File: config.mk
export PLATFORM = sky130hd
export DESIGN_NAME = alac_uncompressed_frame_packer
export DESIGN_NICKNAME = d
export VERILOG_FILES = /design/src/sv/alacp_pkg.sv /design/src/sv/alacp_front.sv /design/src/sv/alacp_cmd_fifo.sv /design/src/sv/alacp_back.sv /design/src/sv/alac_uncompressed_frame_packer.sv
export SDC_FILE = /design/constraint.sdc
export NUM_CORES = 1
export LEC_CHECK = 0
export BUFFER_PORTS_ARGS = -buffer_cell sky130_fd_sc_hd__clkbuf_2
export CAP_MARGIN = 0
export CORE_MARGIN = 1
export CORE_UTILIZATION = 54
export DETAILED_ROUTE_END_ITERATION = 7
export PLACE_DENSITY = 0.86
export RECOVER_POWER = 25
export SLEW_MARGIN = 10
export SYNTH_ARGS = -nofsm -noshare
export SYNTH_HDL_FRONTEND = slang
export SYNTH_SLANG_ARGS = --single-unit
File: constraint.sdc
create_clock -name aclk -period 3.43 [get_ports aclk]
set_input_delay 0.343 -clock aclk [delete_from_list [all_inputs] [get_ports aclk]]
set_output_delay 0.343 -clock aclk [all_outputs]
set_load 0.01 [all_outputs]
File: src/sv/alacp_pkg.sv
// Shared types and constants for the uncompressed ALAC frame packer.
// No dependencies; compiled before every module of the block.
package alacp_pkg;

    // Configuration register
    localparam int CFG_W                = 13;
    localparam int MAX_BLOCK_FRAMES_DEF = 4096;
    localparam logic [CFG_W-1:0] BLOCK_SIZE_RESET = 13'd352;

    // One stereo frame on the input channel
    typedef struct packed {
        logic              kind;          // 0 = audio, 1 = pad (zero samples)
        logic signed [15:0] left_sample;
        logic signed [15:0] right_sample;
    } alacp_in_t;

    // One packet byte on the output channel
    typedef struct packed {
        logic [7:0] out_byte;
        logic       end_of_packet;
        logic       last;
    } alacp_out_t;

    // Classified frame handed from the front end to the byte emitter
    typedef struct packed {
        logic             first;   // frame opens a packet: header goes first
        logic             close;   // frame closes a packet: tail and end tag follow
        logic [CFG_W-1:0] size;    // block size in use, for the header
        logic [7:0]       held;    // previous frame's last byte, low bit still open
        logic [15:0]      left;
        logic [15:0]      right;
    } alacp_cmd_t;

endpackage

File: src/sv/alacp_front.sv
// Front end of the packer: holds the block size register, counts frames
// within a packet and classifies each accepted frame. Uses alacp_pkg.
module alacp_front #(
    parameter int MAX_BLOCK_FRAMES = alacp_pkg::MAX_BLOCK_FRAMES_DEF
) (
    input  logic                       aclk,
    input  logic                       aresetn,
    input  logic                       cfg_we,
    input  logic [alacp_pkg::CFG_W-1:0] cfg_wdata,
    input  logic                       s_valid,
    output logic                       s_ready,
    input  alacp_pkg::alacp_in_t       s_data,
    output logic                       push_valid,
    input  logic                       push_ready,
    output alacp_pkg::alacp_cmd_t      push_cmd
);
    import alacp_pkg::*;

    logic [CFG_W-1:0] block_size_reg, block_size_next;
    logic [CFG_W-1:0] frame_idx_reg, frame_idx_next;
    logic [7:0]       held_reg, held_next;
    logic [CFG_W-1:0] size_in_use;
    logic [15:0]      left, right;
    logic             close;
    logic             accept;

    assign s_ready    = push_ready;
    assign push_valid = s_valid;
    assign accept     = s_valid && push_ready;

    // Clamp the block size to 1 .. MAX_BLOCK_FRAMES
    always_comb begin
        if (block_size_reg == '0) begin
            size_in_use = CFG_W'(1);
        end else if (32'(block_size_reg) > 32'(MAX_BLOCK_FRAMES)) begin
            size_in_use = CFG_W'(MAX_BLOCK_FRAMES);
        end else begin
            size_in_use = block_size_reg;
        end
    end

    // Classify the frame; pad frames carry zero samples
    always_comb begin
        left  = s_data.kind ? 16'h0000 : s_data.left_sample;
        right = s_data.kind ? 16'h0000 : s_data.right_sample;
        close = ({1'b0, frame_idx_reg} + (CFG_W+1)'(1)) >= {1'b0, size_in_use};

        push_cmd.first = (frame_idx_reg == '0);
        push_cmd.close = close;
        push_cmd.size  = size_in_use;
        push_cmd.held  = held_reg;
        push_cmd.left  = left;
        push_cmd.right = right;
    end

    // Packet position state
    always_comb begin
        block_size_next = cfg_we ? cfg_wdata : block_size_reg;
        frame_idx_next  = frame_idx_reg;
        held_next       = held_reg;
        if (accept) begin
            if (close) begin
                frame_idx_next = '0;
                held_next      = 8'h00;
            end else begin
                frame_idx_next = frame_idx_reg + CFG_W'(1);
                held_next      = {right[6:0], 1'b0};
            end
        end
    end

    always_ff @(posedge aclk) begin
        if (!aresetn) begin
            block_size_reg <= BLOCK_SIZE_RESET;
            frame_idx_reg  <= '0;
            held_reg       <= 8'h00;
        end else begin
            block_size_reg <= block_size_next;
            frame_idx_reg  <= frame_idx_next;
            held_reg       <= held_next;
        end
    end

    // Held byte is clear whenever a packet is about to open
    assert property (@(posedge aclk) disable iff (!aresetn)
        (frame_idx_reg == '0) |-> (held_reg == 8'h00))
        else $error("held byte not clear at packet start");

endmodule

File: src/sv/alacp_cmd_fifo.sv
// Two-entry queue of classified frames between front end and byte emitter.
// Uses alacp_pkg for the command type.
module alacp_cmd_fifo (
    input  logic                  aclk,
    input  logic                  aresetn,
    input  logic                  push_valid,
    output logic                  push_ready,
    input  alacp_pkg::alacp_cmd_t push_cmd,
    output logic                  pop_valid,
    input  logic                  pop_ready,
    output alacp_pkg::alacp_cmd_t pop_cmd
);
    import alacp_pkg::*;

    localparam int DEPTH = 2;
    localparam int PTR_W = $clog2(DEPTH);
    localparam int CNT_W = $clog2(DEPTH + 1);

    alacp_cmd_t       entry_reg [DEPTH];
    logic [PTR_W-1:0] wr_ptr_reg, wr_ptr_next;
    logic [PTR_W-1:0] rd_ptr_reg, rd_ptr_next;
    logic [CNT_W-1:0] count_reg, count_next;
    logic             do_push, do_pop;

    assign push_ready = (count_reg != CNT_W'(DEPTH));
    assign pop_valid  = (count_reg != '0);
    assign pop_cmd    = entry_reg[rd_ptr_reg];
    assign do_push    = push_valid && push_ready;
    assign do_pop     = pop_valid && pop_ready;

    // Pointer and fill count update
    always_comb begin
        wr_ptr_next = wr_ptr_reg;
        rd_ptr_next = rd_ptr_reg;
        count_next  = count_reg;
        if (do_push) begin
            wr_ptr_next = (wr_ptr_reg == PTR_W'(DEPTH - 1)) ? '0 : wr_ptr_reg + PTR_W'(1);
        end
        if (do_pop) begin
            rd_ptr_next = (rd_ptr_reg == PTR_W'(DEPTH - 1)) ? '0 : rd_ptr_reg + PTR_W'(1);
        end
        if (do_push && !do_pop) begin
            count_next = count_reg + CNT_W'(1);
        end else if (do_pop && !do_push) begin
            count_next = count_reg - CNT_W'(1);
        end
    end

    always_ff @(posedge aclk) begin
        if (!aresetn) begin
            wr_ptr_reg <= '0;
            rd_ptr_reg <= '0;
            count_reg  <= '0;
        end else begin
            wr_ptr_reg <= wr_ptr_next;
            rd_ptr_reg <= rd_ptr_next;
            count_reg  <= count_next;
        end
    end

    // Storage, no reset needed
    always_ff @(posedge aclk) begin
        if (do_push) begin
            entry_reg[wr_ptr_reg] <= push_cmd;
        end
    end

    assert property (@(posedge aclk) disable iff (!aresetn)
        count_reg <= CNT_W'(DEPTH))
        else $error("queue fill count beyond depth");

    assert property (@(posedge aclk) disable iff (!aresetn)
        (count_reg == '0) |-> (wr_ptr_reg == rd_ptr_reg))
        else $error("empty queue with pointers apart");

endmodule

File: src/sv/alacp_back.sv
// Byte emitter of the packer: walks each classified frame byte by byte
// into a registered output stage. Uses alacp_pkg.
module alacp_back (
    input  logic                  aclk,
    input  logic                  aresetn,
    input  logic                  pop_valid,
    output logic                  pop_ready,
    input  alacp_pkg::alacp_cmd_t pop_cmd,
    output logic                  m_valid,
    input  logic                  m_ready,
    output alacp_pkg::alacp_out_t m_data
);
    import alacp_pkg::*;

    // Byte positions within one frame's output; non-opening frames start at POS_JOIN
    typedef logic [3:0] pos_t;
    localparam pos_t POS_HDR_ELEM  = 4'd0;
    localparam pos_t POS_HDR_ZERO  = 4'd1;
    localparam pos_t POS_HDR_FLAGS = 4'd2;
    localparam pos_t POS_SIZE_HI   = 4'd3;
    localparam pos_t POS_SIZE_MID  = 4'd4;
    localparam pos_t POS_SIZE_LO   = 4'd5;
    localparam pos_t POS_JOIN      = 4'd6;
    localparam pos_t POS_LEFT_HI   = 4'd7;
    localparam pos_t POS_MIX       = 4'd8;
    localparam pos_t POS_RIGHT_HI  = 4'd9;
    localparam pos_t POS_TAIL      = 4'd10;
    localparam pos_t POS_END       = 4'd11;

    localparam logic [7:0] ELEM_STEREO  = 8'h20;
    localparam logic [7:0] ESCAPE_FLAGS = 8'h12;
    localparam logic [7:0] END_TAG      = 8'hC0;

    alacp_cmd_t cmd_reg, cmd_next;
    pos_t       pos_reg, pos_next;
    logic       busy_reg, busy_next;
    logic       m_valid_reg, m_valid_next;
    alacp_out_t m_data_reg, m_data_next;

    logic       load, advance, pos_last, take;
    logic [31:0] size32;
    logic        left_top;
    logic [7:0]  cur_byte;

    assign m_valid = m_valid_reg;
    assign m_data  = m_data_reg;

    assign load      = !m_valid_reg || m_ready;
    assign advance   = busy_reg && load;
    assign pos_last  = ((pos_reg == POS_RIGHT_HI) && !cmd_reg.close) || (pos_reg == POS_END);
    assign pop_ready = !busy_reg || (advance && pos_last);
    assign take      = pop_valid && pop_ready;

    assign size32   = 32'(cmd_reg.size);
    assign left_top = cmd_reg.left[15];

    // Byte select for the current position
    always_comb begin
        case (pos_reg)
            POS_HDR_ELEM:  cur_byte = ELEM_STEREO;
            POS_HDR_ZERO:  cur_byte = 8'h00;
            POS_HDR_FLAGS: cur_byte = ESCAPE_FLAGS | {7'b0, size32[31]};
            POS_SIZE_HI:   cur_byte = size32[30:23];
            POS_SIZE_MID:  cur_byte = size32[22:15];
            POS_SIZE_LO:   cur_byte = size32[14:7];
            POS_JOIN:      cur_byte = cmd_reg.first ? {size32[6:0], left_top}
                                                    : (cmd_reg.held | {7'b0, left_top});
            POS_LEFT_HI:   cur_byte = cmd_reg.left[14:7];
            POS_MIX:       cur_byte = {cmd_reg.left[6:0], cmd_reg.right[15]};
            POS_RIGHT_HI:  cur_byte = cmd_reg.right[14:7];
            POS_TAIL:      cur_byte = {cmd_reg.right[6:0], 1'b1};
            POS_END:       cur_byte = END_TAG;
            default:       cur_byte = 8'h00;
        endcase
    end

    // Sequencer over the current frame, plus output stage
    always_comb begin
        cmd_next     = cmd_reg;
        pos_next     = pos_reg;
        busy_next    = busy_reg;
        m_valid_next = m_valid_reg;
        m_data_next  = m_data_reg;

        if (take) begin
            cmd_next  = pop_cmd;
            busy_next = 1'b1;
            pos_next  = pop_cmd.first ? POS_HDR_ELEM : POS_JOIN;
        end else if (advance && pos_last) begin
            busy_next = 1'b0;
        end else if (advance) begin
            pos_next = pos_reg + 4'd1;
        end

        if (load) begin
            m_valid_next              = advance;
            m_data_next.out_byte      = cur_byte;
            m_data_next.end_of_packet = (pos_reg == POS_END);
            m_data_next.last          = pos_last;
        end
    end

    always_ff @(posedge aclk) begin
        if (!aresetn) begin
            busy_reg    <= 1'b0;
            m_valid_reg <= 1'b0;
        end else begin
            busy_reg    <= busy_next;
            m_valid_reg <= m_valid_next;
        end
    end

    always_ff @(posedge aclk) begin
        cmd_reg    <= cmd_next;
        pos_reg    <= pos_next;
        m_data_reg <= m_data_next;
    end

    assert property (@(posedge aclk) disable iff (!aresetn)
        (m_valid_reg && m_data_reg.end_of_packet) |-> m_data_reg.last)
        else $error("end of packet not on last byte of frame");

    assert property (@(posedge aclk) disable iff (!aresetn)
        (m_valid_reg && m_data_reg.end_of_packet) |-> (m_data_reg.out_byte == END_TAG))
        else $error("end of packet byte is not the end tag");

    assert property (@(posedge aclk) disable iff (!aresetn)
        busy_reg |-> (pos_reg <= POS_END && (cmd_reg.first || pos_reg >= POS_JOIN)))
        else $error("byte position outside the frame");

endmodule

File: src/sv/alac_uncompressed_frame_packer.sv
// Uncompressed ALAC packet packer, stereo 16-bit, one byte per transaction.
// Top level: front end, command queue and byte emitter. Uses alacp_pkg.
//
// Input channel s_*: one stereo frame per transaction (kind, left, right);
// a pad frame is coded as two zero samples. Output channel m_*: packet bytes,
// with end_of_packet on the closing end tag byte and last on the final byte
// caused by each frame. cfg_we/cfg_wdata write the block size (frames per
// packet, also placed in the header); values are clamped to 1..MAX_BLOCK_FRAMES.
//
// Each frame yields 4 bytes, 10 when it opens a packet, plus 2 when it closes
// one. The byte emitter sends one byte per cycle while m_ready is high and a
// frame is waiting. An idle emitter loads a queued frame into its command
// register, and its first byte into the output register. A two-entry queue
// sits between the front end and the emitter, so new frames are taken while
// earlier bytes are still going out. A stall on m_ready freezes the output
// register; the queue then fills and s_ready drops.
// Reset clears the frame count (next frame opens a packet), the held byte,
// the queue and the output stage, and loads a block size of 352.
module alac_uncompressed_frame_packer #(
    parameter int MAX_BLOCK_FRAMES = alacp_pkg::MAX_BLOCK_FRAMES_DEF
) (
    input  logic                        aclk,
    input  logic                        aresetn,
    input  logic                        cfg_we,
    input  logic [alacp_pkg::CFG_W-1:0] cfg_wdata,
    input  logic                        s_valid,
    output logic                        s_ready,
    input  alacp_pkg::alacp_in_t        s_data,
    output logic                        m_valid,
    input  logic                        m_ready,
    output alacp_pkg::alacp_out_t       m_data
);
    import alacp_pkg::*;

    logic       push_valid, push_ready;
    alacp_cmd_t push_cmd;
    logic       pop_valid, pop_ready;
    alacp_cmd_t pop_cmd;

    alacp_front #(
        .MAX_BLOCK_FRAMES(MAX_BLOCK_FRAMES)
    ) u_front (
        .aclk       (aclk),
        .aresetn    (aresetn),
        .cfg_we     (cfg_we),
        .cfg_wdata  (cfg_wdata),
        .s_valid    (s_valid),
        .s_ready    (s_ready),
        .s_data     (s_data),
        .push_valid (push_valid),
        .push_ready (push_ready),
        .push_cmd   (push_cmd)
    );

    alacp_cmd_fifo u_fifo (
        .aclk       (aclk),
        .aresetn    (aresetn),
        .push_valid (push_valid),
        .push_ready (push_ready),
        .push_cmd   (push_cmd),
        .pop_valid  (pop_valid),
        .pop_ready  (pop_ready),
        .pop_cmd    (pop_cmd)
    );

    alacp_back u_back (
        .aclk      (aclk),
        .aresetn   (aresetn),
        .pop_valid (pop_valid),
        .pop_ready (pop_ready),
        .pop_cmd   (pop_cmd),
        .m_valid   (m_valid),
        .m_ready   (m_ready),
        .m_data    (m_data)
    );

endmodule

==> out/qor.csv <==
metric,value,unit
power,8.231,mW
cts_root_buffer,clkbuf_16,
synth-edff-count,176,
cp_data_required_time,3.86,ns
synth_ff_type,edfxtp_1,
clk_pin_slew_worst_paths,0.06,ns
largest_register_ffs,108,
post_cts_buffers,0,
switchingPower,2.264,mW
setup_viol,0,
area_growth,14.48,%
grt_first_pass_wirelength,25880,um
synthesis.instances,566,
crit_type,reg -> reg,
ys_warn_count,0,
holdBufCountCts,0,
yosysTopAreaCell,edfxtp_1,
grtUsageMet2,0.3450,
coreArea,15830,um2
powerDensity,823.9,nW/um2
slew_viol_final,0,
end_kind,flip-flop,
layout-drive-gt1-share,0.2612,
grt_start_max_net_pins,61,
cts_buffers,22,
yosysTopAreaCellShare,0.6056,
worstPathArrival,3.33,ns
p_int,5.967,mW
fin_util,0.6312,
gp_congestion,0.8470,
setup-tns-final,0,ns
clockBufferDepth,3,
switching_share,0.2750,
h-tree-depth,1,
yosysSeqAreaShare,0.6973,
synth_most_common_cell,edfxtp_1,
pin_count,63,
clkPwrFrac,0.293,
slowest_delay,0.46,ns
period_needed,2.906,ns
synth_cell_types,51,
syn_area,8727,um2
num_antenna_cells,0,
ys_top_cells_by_area,"edfxtp_1, dfxtp_1, mux2_2",
ir_drop,0.0004572,V
synth_nets,637,
vias,4856,
clock-sinks,216,
use_met1,0.2692,
first_pass_iters,5,
cpMaxStageDelayCell,and4_4,
crit_top_cell,nand3_1,
crit_chain,ha_1 -> nand3_1 -> nor2_1 -> nand3_1 -> xnor2_1 -> ha_1 -> nand3_1 -> nor2_1 -> a221oi_1 -> and4_4 -> a22o_1,
path_buf_inv,0,
place.port_buffers,62,
grt-busiest-layer,met2,
synth.avg_cell_area,15.42,um2
post-place-ws,0.5614,ns
grtUsageTotal,0.2040,
timing.final.ws_setup,0.5238,ns
worst_pin_slew,1.401,ns
pwr-share-seq,0.495,
drc,0,
maxSlewHeadroom,0.06605,
clock.fmax,344.1,MHz
routed_wl,16150,um
fin_worst_skew,0.01673,ns
cts_tree,yes,
clk_latency,0.50,ns
routedWlPerCell,18.72,um
grt_pass1_vias,4988,
p_comb_frac,0.213,
startpoint_type,flip-flop,
via_per_inst,5.627,
cpLargestDelayFamily,simple AND/OR/NAND/NOR gates,
hpwl,10450,um
hold_viol,0,
timing.hold.ws,0.07857,ns
start_util,0.5514,
nets,702,
worstHoldPathType,in -> reg,
grt_overflow,0,
dieArea,16670,um2
fp-row-count,46,
p_leak,3.765,nW
maxCapViolations,0,
status,"complete, no violations",
cts_resized,0,
ant_nets,0,
drt_iter0_drc,441,
ys_ff_latch,216,
fin_crit_sh,0.8473,
crit_fanout,20,
async_flop_share,0,
antenna_found_initial,0,
synthTopCellsByCount,"edfxtp_1, mux2_2, nor2b_1",
die_w,129.1,um
die_h,129.1,um
use_met3,0.03881,
rsz0062_at_grt,no,
power groups by stage:
stage,clock [mW],sequential (mW),combinational (mW)
floorplan,0,3.95,1.32
global placement,0,4.08,1.67
detailed placement,0,4.12,1.72
CTS,2.45,4.07,1.75
global route,2.55,4.14,1.89
finish,2.41,4.07,1.75
cells in the final DEF, fill, tap and decap left out, types with 4 or more instances in the layout:
cell / netlist / routed
o21ai_0: 4 / 4
xor2_1: 6 / 6
clkbuf_8: 0 / 5
dfxtp_1: 40 / 39
nand3_1: 12 / 12
and2_1: 6 / 6
buf_4: 0 / 5
clkbuf_16: 0 / 23
o22ai_1: 6 / 6
mux2_2: 59 / 59
clkbuf_2: 0 / 61
a22oi_1: 7 / 7
nor4_1: 4 / 4
xnor2_1: 11 / 11
a222oi_1: 6 / 6
edfxtp_1: 176 / 176
inv_1: 20 / 20
nand2_1: 27 / 27
nor2b_1: 45 / 45
nor2_1: 10 / 9
clkbuf_1: 16 / 8
nand2b_1: 5 / 5
a22o_1: 24 / 24
ha_1: 20 / 20
mux2i_1: 16 / 16
worst reg2reg max path, stage by stage, from the launching register on:
cell and delay (ns):
dfxtp_1 0.43, ha_1 0.23, nand3_1 0.12, nor2_1 0.25
nand3_1 0.14, xnor2_1 0.24, ha_1 0.29, nand3_1 0.09
nor2_1 0.07, a221oi_1 0.34, and4_4 0.46, a22o_1 0.19
routing by layer:
metal	vias up	share of wire
met5	-	0
met4	0	0.022
met1	2410	0.43
met2	155	0.49
li1	2263	-
met3	28	0.057
final timing paths:
kind	start	end	slack [ns]	depth (start not counted)
min	cfg_wdata[6]	u_front.block_size_reg[6]	0.08	3
min reg2reg	u_front.held_reg[2]	u_fifo.entry_reg[0][34]	0.47	0
max reg2reg	u_front.frame_idx_reg[0]	u_front.held_reg[5]	0.52	11
max	u_front.frame_idx_reg[0]	u_front.held_reg[5]	0.52	11
final cells by class:
type / count / area (um2)
multi-input cells: 303 / 2464
inverters: 21 / 78.83
fillers: 1114 / 5837
flip-flops and latches: 216 / 6087
repair buffers: 67 / 346.6
clock buffers: 35 / 670.6
well taps: 216 / 270.3
clock inverters: 5 / 73.82
through the flow:
| step | cells | area (um2) |
|---|---|---|
| 3_3_place_gp | 823 | 9248 |
| 6_report | 863 | 9991 |
| 3_5_place_dp | 823 | 9248 |
| 4_1_cts | 863 | 9992 |
| 5_1_grt | 863 | 9991 |
| 2_1_floorplan | 566 | 8737 |
cells by family (layout without fill, tap and decap cells):
kind of cell             after synthesis  in the layout  share of synthesized area
AO/OA/AOI/OAI                         67             67                    0.06179
multiplexers                          75             75                    0.09448
flip-flops                           216            216                     0.6973
buffers and inverters                 47            128                    0.02222
AND/OR/NAND/NOR                      124            124                    0.07843
XOR/XNOR                              17             17                    0.01706
adder cells (fa/ha/maj)               20             20                    0.02867
Note: power is estimated with default switching activity, not from simulation.
